--- config.mk ---
export PLATFORM = sky130hd
export DESIGN_NAME = tssc_frame
export DESIGN_NICKNAME = d
export VERILOG_FILES = /design/src/design/tssc_pkg.sv /design/src/design/tssc_frame.sv
export SDC_FILE = /design/constraint.sdc
export NUM_CORES = 1
export LEC_CHECK = 0
export ABC_AREA = 1
export ABC_CLOCK_PERIOD_IN_PS = 1750
export BUFFER_PORTS_ARGS = -buffer_cell sky130_fd_sc_hd__buf_2
export CORE_ASPECT_RATIO = 2
export CORE_UTILIZATION = 53
export DETAILED_ROUTE_END_ITERATION = 8
export GPL_ROUTABILITY_DRIVEN = 0
export HOLD_SLACK_MARGIN = 0.06
export PLACE_DENSITY = 0.81
export SYNTH_ARGS = -nofsm -noshare
export SYNTH_HDL_FRONTEND = slang
export SYNTH_SLANG_ARGS = --single-unit
--- constraint.sdc ---
create_clock -name clock -period 1.75 [get_ports clock]
set_clock_uncertainty 0.1 [all_clocks]
set_input_delay 0.0875 -clock clock [delete_from_list [all_inputs] [get_ports clock]]
set_output_delay 0.0875 -clock clock [all_outputs]
set_load 0.02 [all_outputs]
--- src/design/tssc_pkg.sv ---
// Shared types, constants and the CRC-8 byte update for the scratchpad checker.
// No dependencies; imported by every module of the block.
`default_nettype none

package tssc_pkg;

   localparam int unsigned BYTE_W  = 8;
   localparam int unsigned TEMP_W  = 16;
   localparam int unsigned INDEX_W = 4;

   localparam logic [BYTE_W-1:0] CRC_POLY_REFL = 8'h8C;
   localparam logic [BYTE_W-1:0] CRC_INIT      = 8'h00;

   localparam logic [INDEX_W-1:0] IDX_TEMP_LSB  = 4'd0;
   localparam logic [INDEX_W-1:0] IDX_TEMP_MSB  = 4'd1;
   localparam logic [INDEX_W-1:0] IDX_ALARM_HI  = 4'd2;
   localparam logic [INDEX_W-1:0] IDX_ALARM_LO  = 4'd3;
   localparam logic [INDEX_W-1:0] IDX_CONFIG    = 4'd4;
   localparam logic [INDEX_W-1:0] IDX_CRC_BYTE  = 4'd8;
   localparam logic [INDEX_W-1:0] IDX_DONE      = 4'd9;

   typedef struct packed {
      logic [BYTE_W-1:0] scratch_byte;
      logic              first_byte;
   } req_type;

   typedef struct packed {
      logic                     load;
      logic                     status;
      logic signed [TEMP_W-1:0] temperature;
      logic [BYTE_W-1:0]        config_byte;
      logic [BYTE_W-1:0]        alarm_high;
      logic [BYTE_W-1:0]        alarm_low;
      logic [BYTE_W-1:0]        crc_value;
   } rsp_type;

   function automatic logic [BYTE_W-1:0] crc8_update(input logic [BYTE_W-1:0] crc,
                                                     input logic [BYTE_W-1:0] data);
      logic [BYTE_W-1:0] c;
      logic [BYTE_W-1:0] d;
      logic              fb;
      c = crc;
      d = data;
      for (int k = 0; k < BYTE_W; k++) begin
         fb = c[0] ^ d[0];
         c  = c >> 1;
         if (fb) begin
            c = c ^ CRC_POLY_REFL;
         end
         d = d >> 1;
      end
      return c;
   endfunction

endpackage

`default_nettype wire

--- src/design/tssc_frame.sv ---
// Frame tracker: byte count, running CRC-8 and the stored scratchpad fields.
// Depends on tssc_pkg.
`default_nettype none

module tssc_frame
   import tssc_pkg::*;
(
   input  wire logic    clock,
   input  wire logic    reset,
   input  wire logic    step,
   input  wire req_type req,
   output rsp_type      rsp
);

   logic [INDEX_W-1:0] index_ff, index_in;
   logic [BYTE_W-1:0]  crc_ff, crc_in;
   logic [BYTE_W-1:0]  temp_lsb_ff, temp_lsb_in;
   logic [BYTE_W-1:0]  temp_msb_ff, temp_msb_in;
   logic [BYTE_W-1:0]  upper_ff, upper_in;
   logic [BYTE_W-1:0]  lower_ff, lower_in;
   logic [BYTE_W-1:0]  cfg_ff, cfg_in;

   logic [INDEX_W-1:0] index_eff;
   logic [BYTE_W-1:0]  crc_eff;

   always_comb begin
      index_eff   = req.first_byte ? IDX_TEMP_LSB : index_ff;
      crc_eff     = req.first_byte ? CRC_INIT : crc_ff;
      index_in    = index_ff;
      crc_in      = crc_ff;
      temp_lsb_in = temp_lsb_ff;
      temp_msb_in = temp_msb_ff;
      upper_in    = upper_ff;
      lower_in    = lower_ff;
      cfg_in      = cfg_ff;
      if (step) begin
         if (index_eff < IDX_CRC_BYTE) begin
            unique case (index_eff)
               IDX_TEMP_LSB: temp_lsb_in = req.scratch_byte;
               IDX_TEMP_MSB: temp_msb_in = req.scratch_byte;
               IDX_ALARM_HI: upper_in    = req.scratch_byte;
               IDX_ALARM_LO: lower_in    = req.scratch_byte;
               IDX_CONFIG:   cfg_in      = req.scratch_byte;
               default: ;
            endcase
            crc_in   = crc8_update(crc_eff, req.scratch_byte);
            index_in = index_eff + 4'd1;
         end else if (index_eff == IDX_CRC_BYTE) begin
            crc_in   = crc_eff;
            index_in = IDX_DONE;
         end
      end
   end

   always_comb begin
      rsp.load        = step && (index_eff == IDX_CRC_BYTE);
      rsp.status      = req.scratch_byte != crc_eff;
      rsp.temperature = signed'({temp_msb_ff, temp_lsb_ff});
      rsp.config_byte = cfg_ff;
      rsp.alarm_high  = upper_ff;
      rsp.alarm_low   = lower_ff;
      rsp.crc_value   = crc_eff;
   end

   always_ff @(posedge clock) begin
      if (reset) begin
         index_ff    <= IDX_TEMP_LSB;
         crc_ff      <= CRC_INIT;
         temp_lsb_ff <= '0;
         temp_msb_ff <= '0;
         upper_ff    <= '0;
         lower_ff    <= '0;
         cfg_ff      <= '0;
      end else begin
         index_ff    <= index_in;
         crc_ff      <= crc_in;
         temp_lsb_ff <= temp_lsb_in;
         temp_msb_ff <= temp_msb_in;
         upper_ff    <= upper_in;
         lower_ff    <= lower_in;
         cfg_ff      <= cfg_in;
      end
   end

endmodule

`default_nettype wire

# Word-level counts from Yosys, hierarchy flattened
# Cells that the tools add are included.
[totals]
ff_bits = 52
latch_bits = 0
ram_bits = 0
romBits = 0
output_inout_bits = 50
memories = 0
[classes]
n_addsub = 1
n_mul = 0
n_div = 0
order_cmp = 1
n_eq_ne = 6
shift = 0
mux = 28
bitwise = 16
reduce_logical = 9
[ops]
columns = ["operator", "count"]
rows = [
  ["$mux W8", 25],
  ["$not A2 Y3", 8],
  ["$reduce_and A3 Y1", 5],
  ["$mux W4", 3],
  ["$eq A4 B2 Y1 const B", 2],
  ["$ne A8 B8 Y1", 1],
  ["$xor A1 B1 Y1", 8],
  ["$add A4 B1 Y4 const B", 1],
  ["$eq A4 B1 Y1 const B", 1],
  ["$eq A4 B3 Y1 const B", 1],
  ["$eq A4 B4 Y1 const B", 1],
  ["$logic_not A4 Y1", 1],
  ["$lt A4 B4 Y1 const B", 1],
  ["$reduce_and A2 Y1", 1],
  ["$reduce_bool A2 Y1", 1],
  ["$logic_and A1 B1 Y1", 1],
]

# Depth between registers and ports, before layout
[logic_depth]
ltp_word = 32
mapped_depth = 13
mapped_depth_nobuf = 13

# Worst setup path after synthesis
# Ideal clock, no wire load.
[synth_timing]
path_kind = "flip-flop to flip-flop"
startpoint = "register index_ff[1]"
endpoint = "register temp_msb_ff[1]"
setup_time_ns = 0.123
arrival_time_ns = 1.300
path_slack_ns = 0.227
stages_incl_launch_ff = 10
n_path_buf = 1
period_less_slack_ns = 1.523
path_cell_list = "dfxtp_1 inv_1 nor2_1 inv_1 ha_1 nand3_1 inv_1 buf_4 o21ai_0 a21oi_1"
[synth_via]
elab_chain_cells = 3
word_cells_on_any_way = 4
classes_between = "order compare: 1; eq/ne: 1; mux: 1; reduce/logical: 1"
[synth_lines]
columns = ["element", "line_no", "rtl"]
rows = [
  ["start, declared", "tssc_frame.sv:15", "logic [INDEX_W-1:0] index_ff, index_in;"],
  ["start signal, assigned", "tssc_frame.sv:75", "index_ff <= index_in;"],
  ["$mux W4 *", "tssc_frame.sv:27", "index_eff = req.first_byte ? IDX_TEMP_LSB : index_ff;"],
  ["$lt A4 B4 Y1 or $eq A4 B1 Y1 (tied branches)", "tssc_frame.sv:37, tssc_frame.sv:38", ""],
  ["$reduce_and A3 Y1 (no line) *", "-", ""],
  ["end signal, assigned", "tssc_frame.sv:78", "temp_msb_ff <= temp_msb_in;"],
  ["end, declared", "tssc_frame.sv:18", "logic [BYTE_W-1:0] temp_msb_ff, temp_msb_in;"],
]
# Mark *: on every way between the ends. The rest lies on a longest branch, timed or not.
# A chain may end at the register's enable or synchronous reset.

==> run metrics <==
Pleak ~1.6 nW; # IOs between 60 and 70; global-route wire length before repair ~11000 um; clock-pin transition on the worst setup and hold timing paths 100 ps; final hold violation count 0; failing checks setup timing; die height between 90 and 100 um; hold-critical path endpoint temp_lsb_ff[2]; share of cells above drive strength 1 0.318; Final WS setup -14.5 ps; Final Max Tran Viols 0; most frequent cells in the layout buf_2 (59), nor2_1 (57), dfxtp_1 (51); CTS Buf Count 5; CTS tree done; worst relative slew slack 0.772; DRT Pass-1 Iters 5; Die Wd 50.1 um; Mapped Cells roughly 320; H-tree Lvls 2; worst skew pair latency 320 ps; status finished with violations; fin crit share 1.01; root buf cell clkbuf_8; synth warn 0; R2R Path Start index_ff[1]; Slew @ Worst Pin around 340 ps; maxcap violations 0; Distinct cells, synth 30; pin count of the biggest net entering global routing 44; Setup crit start kind register; Port-buffer cells 61; DRT antenna net count 0; cells on worst reg2reg path 9; power density cells around 840 nW/um2; drt initial violations 39; Antenna Diode Count 0; sequential-to-total area share from yosys stat 0.424; synthesized area approximately 2500 um2; register area 1040 um2; Post-DP HPWL roughly 4700 um; most common cell after layout, fill and taps aside buf_2; Global Route Usage Sum 0.283; reg2reg setup slack ~30 ps; drt total wl between 6000 and 7000 um; CP Max Fanout 3; FILL cells ~370; multi-input logic area approximately 1300 um2; vias in the first global route 2344; Final min period approximately 1800 ps; Total Die Area around 5000 um2; # rows 34; Hold Path Depth 3; post-synthesis area per instance ~7.6 um2; Setup violations, final 1; Peak VDD IR approximately 740 uV; Area growth syn-to-layout 26.4%; RSZ-0062 raised after global routing true; total grt overflow 0; Clock Path Buffers 2; r2r endpoint cfg_ff[1]; critical path class reg -> out; wire length per cell 14.6 um; initial antenna violation count 0; core footprint about 4400 um2; DR DRC count 0; Syn Nets between 300 and 400; hold_sp req[3]; overall power between 2 and 3 mW; Hold Path Class in -> reg; Max Clk Rate about 570 MHz; drt via density roughly 5.4; Worst Setup End Kind primary output; initial core utilization 0.560; Crit path required time roughly 1600 ps; register bit count reported by yosys between 50 and 60; DR vias 2463; clock sink count 52; Final #Nets around 420; final core occ 0.708; Data arrival, critical path 1580 ps
-- final cells by class --
class / instances / share of cell area
clock buffers: 6 / 0.0266
clock inverters: 2 / 0.00444
inverters: 34 / 0.0411
multi-input cells: 223 / 0.405
flip-flops and latches: 52 / 0.336
well taps: 54 / 0.0218
repair buffers: 85 / 0.165
-- registers in the layout (all words and copies together), names as in the netlist --
register / count
cfg_ff: 8
crc_ff: 8
lower_ff: 8
temp_lsb_ff: 8
temp_msb_ff: 8
upper_ff: 8
index_ff: 4
-- worst max-delay path, stage by stage, from the launching register on --
cell     delay (ps)
dfxtp_2         340
inv_2            70
nor2_4           40
inv_1            80
ha_2            200
nand3_2         110
buf_4           160
nor2_1          100
buf_4           150
-- Yosys cell counts (all sizes together) --
library cell  count  area, um2
nor3              1       5.00
a21oi            23        119
nand2            49        225
clkbuf            6       22.5
inv              34        128
buf               8       62.6
a31oi             2       12.5
a221oi            1       8.76
o211ai            1       7.51
o21ai            45        225
dfxtp            52       1040
nand3            23        130
nand4             1       6.26
xnor2             4       61.3
xor2              6        113
ha                4       50.1
nor2             63        236
-- worst max-delay path by stage --
stage	startpoint	endpoint	slack, ps	cells past startpoint
floorplan	index_ff[1]	temp_msb_ff[1]	230	9
global placement	index_ff[1]	cfg_ff[4]	-260	9
detailed placement	index_ff[1]	cfg_ff[2]	-410	9
CTS	index_ff[1]	rsp[49]	20	8
global route	index_ff[1]	cfg_ff[1]	-70	9
finish	index_ff[1]	rsp[49]	-10	8
-- metal layers --
| layer | global-route usage | vias to the layer above | share of wire | wire length (um) |
|---|---|---|---|---|
| li1 | - | 1183 | - | - |
| met1 | 0.290 | 1187 | 0.37 | 2450 |
| met2 | 0.513 | 72 | 0.56 | 3700 |
| met3 | 0.0530 | 21 | 0.037 | 247 |
| met4 | 0.154 | 0 | 0.038 | 250 |
| met5 | 0 | - | 0 | 0 |
-- kinds of logic (layout without fill, tap and decap cells) --
logic type | count (synthesis) | in the layout | synth area share
flip-flops | 52 | 52 | 0.424
buffers and inverters | 48 | 127 | 0.0867
XOR/XNOR | 10 | 10 | 0.0709
adder cells (fa/ha/maj) | 4 | 4 | 0.0204
AO/OA/AOI/OAI | 72 | 72 | 0.152
AND/OR/NAND/NOR | 137 | 137 | 0.246
-- power by group --
| part | switching, mW | internal [mW] |
|---|---|---|
| logic | 0.365 | 0.205 |
| registers | 0.0427 | 1.24 |
| clock network | 0.432 | 0.325 |
-- what timing repair did --
| item | in CTS | in global routing |
|---|---|---|
| setup endpoints to repair | 18 | 34 |
| cloned | 0 | 1 |
| buffers inserted | 0 | 5 |
| pin swaps | 0 | 6 |
| hold buffers | 4 | 0 |
| hold endpoints to repair | 15 | 0 |
| gates resized for setup | 6 | 24 |
-- through the flow --
stage               cells  area, um2  setup WS [ps]  setup TNS, ps  hold slack, ps
floorplan             323       2450            227              0             122
global placement      438       2850           -263          -2110             291
detailed placement    438       2850           -406          -3650             293
CTS                   450       3000           16.7              0            63.6
global route          456       3100          -69.5           -314            82.3
finish                456       3100          -14.5          -14.5            62.4
Power figures use the tool's default switching activity.
